--- src/sv/jsu_pkg.sv ---
`default_nettype none
package jsu_pkg;

  typedef enum logic [2:0] {
    PH_NORMAL = 3'd0,
    PH_ESCAPE = 3'd1,
    PH_HEX1   = 3'd2,
    PH_HEX2   = 3'd3,
    PH_HEX3   = 3'd4,
    PH_HEX4   = 3'd5,
    PH_DROP   = 3'd6
  } phase_e;

  localparam int unsigned MaxRes = 3;

  // escape characters
  localparam logic [7:0] ChBackslash = 8'h5c;
  localparam logic [7:0] ChQuote     = 8'h22;
  localparam logic [7:0] ChT         = 8'h74;
  localparam logic [7:0] ChR         = 8'h72;
  localparam logic [7:0] ChN         = 8'h6e;
  localparam logic [7:0] ChB         = 8'h62;
  localparam logic [7:0] ChF         = 8'h66;
  localparam logic [7:0] ChU         = 8'h75;

  typedef struct packed {
    logic [7:0] data;
    logic       last;
    logic       bad;
  } res_t;

  typedef res_t [MaxRes-1:0] res_arr_t;

  function automatic logic [3:0] hex_value(input logic [7:0] c);
    logic [3:0] v;
    v = 4'd0;
    if (c >= 8'h30 && c <= 8'h39) v = 4'(c - 8'h30);
    else if (c >= 8'h61 && c <= 8'h66) v = 4'(c - 8'h61 + 8'd10);
    else if (c >= 8'h41 && c <= 8'h46) v = 4'(c - 8'h41 + 8'd10);
    return v;
  endfunction

endpackage
`default_nettype wire

--- src/sv/json_string_unescape_utf8.sv ---
`default_nettype none
// JSON string-body unescaper: takes one escaped byte per transaction and returns the
// unescaped bytes, with \uXXXX turned into 1 to 3 UTF-8 bytes. Input bytes go into an
// input register, are decoded combinationally and land in a three-entry result buffer;
// while the output is ready, the buffer drains and the input is taken at one byte per
// cycle, but a \u escape that yields 2 or 3 UTF-8 bytes holds the input while the
// result buffer drains. A byte passes the input register and then the result buffer
// before its result appears. An unknown or unterminated escape gives a single result
// with tuser and tlast set, and the rest of that string is dropped up to its tlast byte.
module json_string_unescape_utf8 (
  input  wire logic       clk_i,
  input  wire logic       rst_ni,
  input  wire logic       s_axis_tvalid_i,
  output logic            s_axis_tready_o,
  input  wire logic [7:0] s_axis_tdata_i,  // [7:0] in_byte
  input  wire logic       s_axis_tlast_i,
  output logic            m_axis_tvalid_o,
  input  wire logic       m_axis_tready_i,
  output logic [7:0]      m_axis_tdata_o,  // [7:0] out_byte
  output logic            m_axis_tlast_o,
  output logic            m_axis_tuser_o   // [0] bad_escape
);

  logic              in_valid_q;
  logic [7:0]        in_byte_q;
  logic              in_last_q;
  logic              fire;
  logic              load_ok;
  logic [1:0]        dec_count;
  jsu_pkg::res_arr_t dec_res;
  jsu_pkg::res_t     head;

  assign fire            = in_valid_q && ((dec_count == 2'd0) || load_ok);
  assign s_axis_tready_o = !in_valid_q || fire;

  always_ff @(posedge clk_i or negedge rst_ni) begin
    if (!rst_ni) begin
      in_valid_q <= 1'b0;
    end else if (s_axis_tready_o) begin
      in_valid_q <= s_axis_tvalid_i;
    end
  end

  always_ff @(posedge clk_i) begin
    if (s_axis_tready_o && s_axis_tvalid_i) begin
      in_byte_q <= s_axis_tdata_i;
      in_last_q <= s_axis_tlast_i;
    end
  end

  jsu_decode u_decode (
    .clk_i   (clk_i),
    .rst_ni  (rst_ni),
    .fire_i  (fire),
    .byte_i  (in_byte_q),
    .last_i  (in_last_q),
    .res_o   (dec_res),
    .count_o (dec_count)
  );

  jsu_outbuf u_outbuf (
    .clk_i     (clk_i),
    .rst_ni    (rst_ni),
    .load_i    (fire && (dec_count != 2'd0)),
    .res_i     (dec_res),
    .count_i   (dec_count),
    .load_ok_o (load_ok),
    .valid_o   (m_axis_tvalid_o),
    .ready_i   (m_axis_tready_i),
    .head_o    (head)
  );

  assign m_axis_tdata_o = head.data;
  assign m_axis_tlast_o = head.last;
  assign m_axis_tuser_o = head.bad;

`ifndef SYNTHESIS
  // an error result always closes the string
  assert property (@(posedge clk_i) disable iff (!rst_ni)
    m_axis_tvalid_o && m_axis_tuser_o |-> m_axis_tlast_o)
    else $error("error result without tlast");

  assert property (@(posedge clk_i) disable iff (!rst_ni)
    m_axis_tvalid_o && m_axis_tuser_o |-> m_axis_tdata_o == 8'h00)
    else $error("error result with nonzero data");

  // results are only loaded while the buffer can take them
  assert property (@(posedge clk_i) disable iff (!rst_ni)
    fire && dec_count != 2'd0 |-> load_ok)
    else $error("result buffer overrun");
`endif

endmodule
`default_nettype wire

--- src/sv/jsu_decode.sv ---
`default_nettype none
module jsu_decode (
  input  wire logic              clk_i,
  input  wire logic              rst_ni,
  input  wire logic              fire_i,
  input  wire logic [7:0]        byte_i,
  input  wire logic              last_i,
  output jsu_pkg::res_arr_t      res_o,
  output logic [1:0]             count_o
);

  jsu_pkg::phase_e phase_q, phase_d;
  logic [11:0]     acc_q, acc_d;
  logic [15:0]     cp;
  logic [3:0]      hv;

  assign hv = jsu_pkg::hex_value(byte_i);
  assign cp = {acc_q, hv};

  always_comb begin
    phase_d = phase_q;
    acc_d   = acc_q;
    count_o = 2'd0;
    for (int i = 0; i < jsu_pkg::MaxRes; i++) begin
      res_o[i] = '0;
    end
    unique case (phase_q)
      jsu_pkg::PH_NORMAL: begin
        if (byte_i != jsu_pkg::ChBackslash) begin
          res_o[0] = '{data: byte_i, last: last_i, bad: 1'b0};
          count_o  = 2'd1;
        end else if (last_i) begin
          res_o[0] = '{data: 8'h00, last: 1'b1, bad: 1'b1};
          count_o  = 2'd1;
          acc_d    = '0;
        end else begin
          phase_d = jsu_pkg::PH_ESCAPE;
        end
      end
      jsu_pkg::PH_ESCAPE: begin
        count_o = 2'd1;
        phase_d = jsu_pkg::PH_NORMAL;
        res_o[0].last = last_i;
        unique case (byte_i)
          jsu_pkg::ChBackslash: res_o[0].data = 8'h5c;
          jsu_pkg::ChQuote:     res_o[0].data = 8'h22;
          jsu_pkg::ChT:         res_o[0].data = 8'h09;
          jsu_pkg::ChR:         res_o[0].data = 8'h0d;
          jsu_pkg::ChN:         res_o[0].data = 8'h0a;
          jsu_pkg::ChB:         res_o[0].data = 8'h08;
          jsu_pkg::ChF:         res_o[0].data = 8'h0c;
          jsu_pkg::ChU: begin
            acc_d = '0;
            if (last_i) begin
              res_o[0] = '{data: 8'h00, last: 1'b1, bad: 1'b1};
            end else begin
              count_o = 2'd0;
              phase_d = jsu_pkg::PH_HEX1;
            end
          end
          default: begin
            res_o[0] = '{data: 8'h00, last: 1'b1, bad: 1'b1};
            acc_d    = '0;
            phase_d  = last_i ? jsu_pkg::PH_NORMAL : jsu_pkg::PH_DROP;
          end
        endcase
      end
      jsu_pkg::PH_HEX1, jsu_pkg::PH_HEX2, jsu_pkg::PH_HEX3: begin
        if (last_i) begin
          res_o[0] = '{data: 8'h00, last: 1'b1, bad: 1'b1};
          count_o  = 2'd1;
          acc_d    = '0;
          phase_d  = jsu_pkg::PH_NORMAL;
        end else begin
          acc_d   = {acc_q[7:0], hv};
          phase_d = jsu_pkg::phase_e'(phase_q + 3'd1);
        end
      end
      jsu_pkg::PH_HEX4: begin
        phase_d = jsu_pkg::PH_NORMAL;
        acc_d   = '0;
        if (cp[15:7] == '0) begin
          res_o[0] = '{data: cp[7:0], last: last_i, bad: 1'b0};
          count_o  = 2'd1;
        end else if (cp[15:11] == '0) begin
          res_o[0] = '{data: {3'b110, cp[10:6]}, last: 1'b0, bad: 1'b0};
          res_o[1] = '{data: {2'b10, cp[5:0]}, last: last_i, bad: 1'b0};
          count_o  = 2'd2;
        end else begin
          res_o[0] = '{data: {4'b1110, cp[15:12]}, last: 1'b0, bad: 1'b0};
          res_o[1] = '{data: {2'b10, cp[11:6]}, last: 1'b0, bad: 1'b0};
          res_o[2] = '{data: {2'b10, cp[5:0]}, last: last_i, bad: 1'b0};
          count_o  = 2'd3;
        end
      end
      default: begin
        // dropping the rest of a bad string
        phase_d = last_i ? jsu_pkg::PH_NORMAL : jsu_pkg::PH_DROP;
      end
    endcase
  end

  always_ff @(posedge clk_i or negedge rst_ni) begin
    if (!rst_ni) begin
      phase_q <= jsu_pkg::PH_NORMAL;
      acc_q   <= '0;
    end else if (fire_i) begin
      phase_q <= phase_d;
      acc_q   <= acc_d;
    end
  end

endmodule
`default_nettype wire

--- src/sv/jsu_outbuf.sv ---
`default_nettype none
module jsu_outbuf (
  input  wire logic              clk_i,
  input  wire logic              rst_ni,
  input  wire logic              load_i,
  input  wire jsu_pkg::res_arr_t res_i,
  input  wire logic [1:0]        count_i,
  output logic                   load_ok_o,
  output logic                   valid_o,
  input  wire logic              ready_i,
  output jsu_pkg::res_t          head_o
);

  jsu_pkg::res_arr_t ent_q, ent_d;
  logic [1:0]        cnt_q, cnt_d;
  logic              pop;

  assign valid_o   = (cnt_q != 2'd0);
  assign head_o    = ent_q[0];
  assign pop       = valid_o && ready_i;
  // new results may land once the last pending one leaves
  assign load_ok_o = (cnt_q == 2'd0) || ((cnt_q == 2'd1) && ready_i);

  always_comb begin
    ent_d = ent_q;
    cnt_d = cnt_q;
    if (load_i) begin
      ent_d = res_i;
      cnt_d = count_i;
    end else if (pop) begin
      ent_d[0] = ent_q[1];
      ent_d[1] = ent_q[2];
      cnt_d    = cnt_q - 2'd1;
    end
  end

  always_ff @(posedge clk_i or negedge rst_ni) begin
    if (!rst_ni) begin
      cnt_q <= 2'd0;
    end else begin
      cnt_q <= cnt_d;
    end
  end

  always_ff @(posedge clk_i) begin
    ent_q <= ent_d;
  end

endmodule
`default_nettype wire

--- config.mk ---
export PLATFORM = sky130hd
export DESIGN_NAME = json_string_unescape_utf8
export DESIGN_NICKNAME = d
export VERILOG_FILES = /design/src/sv/jsu_pkg.sv /design/src/sv/json_string_unescape_utf8.sv /design/src/sv/jsu_decode.sv /design/src/sv/jsu_outbuf.sv
export SDC_FILE = /design/constraint.sdc
export NUM_CORES = 1
export LEC_CHECK = 0
export BUFFER_PORTS_ARGS = -buffer_cell sky130_fd_sc_hd__buf_2
export CAP_MARGIN = 20
export CORE_ASPECT_RATIO = 1.5
export CORE_MARGIN = 3
export CORE_UTILIZATION = 65
export CTS_CLUSTER_SIZE = 14
export DETAILED_ROUTE_END_ITERATION = 8
export GPL_TIMING_DRIVEN = 1
export HOLD_SLACK_MARGIN = 0.1
export PLACE_DENSITY = 0.83
export SYNTH_ARGS = -nofsm -noshare
export SYNTH_HDL_FRONTEND = slang
export SYNTH_SLANG_ARGS = --single-unit
--- constraint.sdc ---
create_clock -name clk_i -period 7.93 [get_ports clk_i]
set_input_delay 1.1895 -clock clk_i [delete_from_list [all_inputs] [get_ports clk_i]]
set_output_delay 1.1895 -clock clk_i [all_outputs]
set_load 0.005 [all_outputs]
==> metrics.txt, run 1 <==
run status=finished clean; Die H=92.4 um; share of layout cells above drive strength 1=approximately 15%; initial antenna violation count=0; number of setup buffers added after CTS=0; # DRC=0; Worst-path clk slew=roughly 0.090 ns; Hold Path Origin=u_outbuf.ent_q[27]; final setup fails=0; H-tree Lvls=2; post-cts resize count=0; worst path arrival time=approximately 2.7 ns; drt total wl=between 7000 and 8000 um; detailed placement HPWL=5800 um; CP required=6.74 ns; max-cap violations=0; Final period util=a little under 50%; critical path class=reg2out; clk buf depth=2; number of I/O port buffers=24; syn nets=349; Final Util=roughly three quarters; CTS sink count=53; Power Dens Cells=roughly 340 nW/um^2; Post-Syn Area=approximately 3200 um^2; total track usage=approximately 27%; die area=roughly 5900 um^2; Synth area leaders=edfxtp_1 33%, dfrtp_1 14%, nand2_1 4.4%; Vias per Instance=around 6.5; Worst R2R Setup Slack=between 4 and 5 ns; share of Yosys cell area claimed by the top area cell type=around a third; Layout area overhead=5.38%; vias in the first global route=about 2600; GR peak layer=met2; via count=approximately 2600; R2R cell count=8; clock latency on the worst-skew pair=0.31 ns; pin count of the biggest net entering global routing=32; Max Freq=256 MHz; RSZ-0062 raised after global routing=false; Synth Warn #=0; CTS tree=done; R2R Path Start=u_decode.phase_q[1]; # rows=30; area leader, netlist=edfxtp_1; CTS Hold Bufs=0; CP Capture Type=output port; fin. max-slew vios=0; DRT iter0 DRCs=approximately 190; setup TNS=0 ns; Leakage=~1.3 nW; Clock Tree Root=clkbuf_8; reg2reg end=u_outbuf.ent_q[17]; DR pass1 iterations=5; Mapped Cells=327; Worst Hold Margin=between 0.5 and 0.6 ns; fraction of registers with async set/reset=34.0%; Final Wtd Congestion=between 0.9 and 1; register area=1500 um^2; global-route met1 utilization=~31%; Post-synth EDFFs=35; Unique masters post-synth=62; final hold vios=0; commonest non-fill, non-tap cell in the layout=nand2_1; CP max FO=11; Max-slew headroom=around 44%; Worst Tran Pin Value=approximately 0.84 ns; core footprint=4650 um^2; first-pass GRT wire length=12300 um; die width=approximately 64 um; number of synthesized register bits=53; commonest non-fill, non-tap cells in the layout=38 x nand2_1, 35 x edfxtp_1, 24 x buf_2; antenna-violating nets left=0; detailed-route wire length per cell=18.6 um; area of the multi-input gates=1530 um^2; Avg Cell Area, Syn=9.89 um^2; fillcell total=371; sequential-to-total area share from yosys stat=a little under half; ys flop type=edfxtp_1; Worst Hold Path Cells=2; minimum clock period=between 3 and 4 ns; Min-Delay Path Class=reg2reg; crit path launch type=flop; initial core utilization=69.5%; Power, Total=between 1 and 1.5 mW; diodes inserted=0; Final Skew=0.0116 ns; Hold Path End=u_outbuf.ent_q[17]; final net count=approximately 360; maximum VDD drop=0.176 mV; Num CTS Buffers=5; met2 GRT Util=between 40% and 50%; gr ovfl total=0; GRT met3 Usage=3.28%; I/O Pins=25
## kinds of logic after synthesis
| logic type | after synthesis | synth area share (%) |
|---|---|---|
| AND/OR/NAND/NOR | 113 | 19.0 |
| AO/OA/AOI/OAI | 105 | 22.3 |
| flip-flops | 53 | 46.4 |
| buffers and inverters | 39 | 6.23 |
| adder cells (fa/ha/maj) | 9 | 3.48 |
| multiplexers | 7 | 2.32 |
| XOR/XNOR | 1 | 0.271 |
## stage by stage
step	instance area [um^2]	std cells	worst slack, ns
floorplan	3230	327	4.82
global placement	3290	391	4.48
detailed placement	3290	391	4.41
CTS	3410	399	4.06
global route	3410	399	3.88
finish	3410	399	4.02
## flip-flops by register name, indices dropped and copies added, names as in the netlist
register / flops
u_outbuf.ent_q: 16
in_byte_q: 8
u_decode.phase_q: 3
in_valid_q: 1
u_outbuf.head_o: 10
u_decode.acc_q: 12
u_outbuf.cnt_q: 2
in_last_q: 1
## Yosys cell counts, types with 4 or more instances
library cell and number:
ha_1 9, and3_1 4, inv_1 13, o31ai_1 11, edfxtp_1 35, dfrtp_1 18, o21ai_0 8, buf_4 9
nor3_1 10, nand3_1 4, nor2_1 19, a21boi_0 5, o21ai_1 21, nand2_1 38, nor2b_1 4, mux2_1 4
a21oi_1 21, clkbuf_1 9, or3_1 4, a22oi_1 6, and2_1 4, buf_2 5
## area by class of cell
cell class,count,area share [%]
multi-input combinational,235,44.9
sequential,53,44.1
clock inverter,3,1.36
inverter,14,1.54
timing repair buffer,25,3.75
clock buffer,5,2.02
tap,64,2.35
## where the power goes
group | switching (mW) | internal, mW
sequential | 0.0660 | 0.426
clock | 0.0875 | 0.0945
combinational | 0.324 | 0.170
total | 0.478 | 0.691
## per-layer routing
layer	wire length [um]	vias to the layer above
met1	2810	1213
met4	300	0
li1	-	1227
met5	0	-
met2	3860	125
met3	443	24
## worst max-delay path by stage
stage | start | to | slack [ns] | cells after the start
after global placement | u_decode.phase_q[1] | s_axis_tready_o | 4.48 | 7
final | u_decode.phase_q[1] | s_axis_tready_o | 4.02 | 7
after global routing | u_decode.phase_q[1] | s_axis_tready_o | 3.88 | 7
after CTS | u_decode.phase_q[1] | s_axis_tready_o | 4.06 | 7
after floorplan | u_decode.phase_q[1] | s_axis_tready_o | 4.82 | 8
after detailed placement | u_decode.phase_q[1] | s_axis_tready_o | 4.41 | 7
## critical path, cell delays in order, from the launching register on
cell and delay (ns):
dfrtp_1 0.51, inv_1 0.15, ha_1 0.31, nor2b_1 0.38
o21ai_1 0.27, a41oi_1 0.39, o211ai_1 0.21, buf_2 0.19
(Power assumes the default switching activity.)
==> run 2, diff against run 1 <==
--- a/config.mk
+++ b/config.mk
@@ -9,12 +9,12 @@
 export CAP_MARGIN = 20
 export CORE_ASPECT_RATIO = 1.5
 export CORE_MARGIN = 3
-export CORE_UTILIZATION = 65
+export CORE_UTILIZATION = 60
 export CTS_CLUSTER_SIZE = 14
 export DETAILED_ROUTE_END_ITERATION = 8
 export GPL_TIMING_DRIVEN = 1
 export HOLD_SLACK_MARGIN = 0.1
-export PLACE_DENSITY = 0.83
+export PLACE_DENSITY = 0.78
 export SYNTH_ARGS = -nofsm -noshare
 export SYNTH_HDL_FRONTEND = slang
 export SYNTH_SLANG_ARGS = --single-unit
==> constraint.sdc (replaced) <==
create_clock -name clk_i -period 3.7 [get_ports clk_i]
set_input_delay 0.555 -clock clk_i [delete_from_list [all_inputs] [get_ports clk_i]]
set_output_delay 0.555 -clock clk_i [all_outputs]
set_load 0.005 [all_outputs]
==> metrics.txt, run 2 (synthesis results as in run 1) <==
CTS tree=done; commonest non-fill, non-tap cell in the layout=nand2_1; CP max FO=11 (unchanged); Final period util=roughly 92%; final setup fails=0 (unchanged); first-pass GRT wire length=12800 um (+3.6%); drt total wl=7850 um (+5.8%); initial antenna violation count=0 (unchanged); critical path class=reg2out; # rows=32 (+6.7%); Num CTS Buffers=5 (unchanged); fin. max-slew vios=0 (unchanged); crit path launch type=flop; Worst-path clk slew=0.10 ns (about the same); CTS sink count=53 (unchanged); critical path's top delay family=compound AO/OA/AOI/OAI gates; largest reg by FF count=u_outbuf.ent_q; final net count=360 (+1.1%); CP Capture Type=output port; worst path arrival time=2.83 ns (+0.11 ns); CP cell instances=inv_1 -> ha_1 -> nor2b_1 -> o21ai_1 -> a41oi_1 -> o211ai_1 -> buf_2; cell with the largest stage delay on the worst path=dfrtp_1; DRT iter0 DRCs=164 (-15%); Largest register FFs=16 (unchanged); CTS Hold Bufs=0 (unchanged); max-cap violations=0 (unchanged); diodes inserted=0 (unchanged); DR pass1 iterations=4 (-1); Max Freq=295 MHz; Final Wtd Congestion=0.945 (-0.56%); initial core utilization=62.6% (-6.9 points); share of layout cells above drive strength 1=15.6% (+1.0 points); Place WS=0.715 ns (-3.70 ns); Buf+Inv Stages, Crit Path=2 (unchanged); core footprint=5160 um^2 (+11%); vias in the first global route=2510 (-3.1%); Worst Tran Pin Value=0.747 ns (-0.0884 ns); die width=65.9 um (+3.7%); Vias per Instance=6.26 (-3.5%); number of setup buffers added after CTS=0 (unchanged); final hold vios=0 (unchanged); Power Dens Cells=744 nW/um^2 (+120%); setup TNS=0 ns (unchanged); via count=2549 (-1.5%); commonest non-fill, non-tap cells in the layout=38 x nand2_1, 35 x edfxtp_1, 24 x buf_2; RSZ-0062 raised after global routing=false; antenna-violating nets left=0 (unchanged); Final Skew=0.0103 ns (-0.00133 ns); Leakage=1.32 nW (+1.5%); clk buf depth=2 (unchanged); Crit path largest cell delay=0.50 ns (about the same); CP required=3.14 ns (-3.60 ns); Clock Tree Root=clkbuf_8; die area=6320 um^2 (+7.7%); H-tree Lvls=2 (unchanged); # DRC=0 (unchanged); number of I/O port buffers=24 (unchanged); Layout area overhead=6.46%; worst setup margin=0.312 ns (-3.71 ns); post-cts resize count=0 (unchanged); maximum VDD drop=0.503 mV (+190%); Die H=95.9 um (+3.8%); Max-slew headroom=49.8% (+5.4 points); detailed-route wire length per cell=19.3 um (+3.7%); pin count of the biggest net entering global routing=19 (-41%); total track usage=27.1% (-0.047 points); detailed placement HPWL=6230 um (+7.4%); Min-Delay Path Class=in2async; run status=finished clean; gr ovfl total=0 (unchanged); clock latency on the worst-skew pair=0.31 ns (about the same); minimum clock period=around 3.4 ns; I/O Pins=25 (unchanged)
[run 2: cell types whose count changed in the layout (fill, tap and decap cells not counted)]
cell and change:
buf_4 +4
[run 2: worst paths after layout]
check | startpoint | endpoint | slack [ns] | depth (start not counted)
max in group asynchronous | rst_ni | u_decode.acc_q[1] | 3.24 | 1
min in group clk_i | s_axis_tlast_i | in_last_q | 0.42 | 1
worst max-delay path | u_decode.phase_q[1] | s_axis_tready_o | 0.31 | 7
worst max register to register | u_decode.phase_q[1] | u_outbuf.ent_q[12] | 0.65 | 8
worst min-delay path | rst_ni | u_decode.acc_q[4] | 0.16 | 1
worst min register to register | u_outbuf.ent_q[27] | u_outbuf.ent_q[17] | 0.54 | 2
[run 2: power breakdown]
| part | internal, mW | leakage [nW] | switching (mW) |
|---|---|---|---|
| sequential | 0.911 | 0.585 | 0.141 |
| combinational | 0.402 | 0.676 | 0.713 |
| clock | 0.203 | 0.0543 | 0.190 |
[run 2: metrics by stage]
stage | hold WS, ns | cells | power (mW) | utilization [%] | cell area, um^2
after floorplan | 0.259 | 327 | 1.92 | - | 3230
after global placement | 0.504 | 399 | 2.15 | 64.4 | 3330
after detailed placement | 0.510 | 399 | 2.18 | 64.4 | 3330
after CTS | 0.174 | 407 | 2.57 | 66.6 | 3440
after global routing | 0.187 | 407 | 2.75 | 66.6 | 3440
final | 0.159 | 407 | 2.56 | 66.6 | 3440
[run 2: layout make-up]
cell class                      count  area, um^2
Clock inverter                      3        46.3
Timing Repair Buffer               29         158
Tap cell                           68        85.1
Clock buffer                        5        68.8
Fill cell                         421        1720
Multi-Input combinational cell    235        1530
Inverter                           14        52.6
Sequential cell                    53        1500
[run 2: routing by layer]
| metal | global-route usage (%) | part of all wire, % | up-vias |
|---|---|---|---|
| met5 | 0 | 0 | - |
| met4 | 11.7 | 3.5 | 0 |
| met3 | 4.21 | 5.3 | 21 |
| met2 | 47.4 | 53 | 94 |
| met1 | 32.9 | 39 | 1198 |
| li1 | - | - | 1236 |
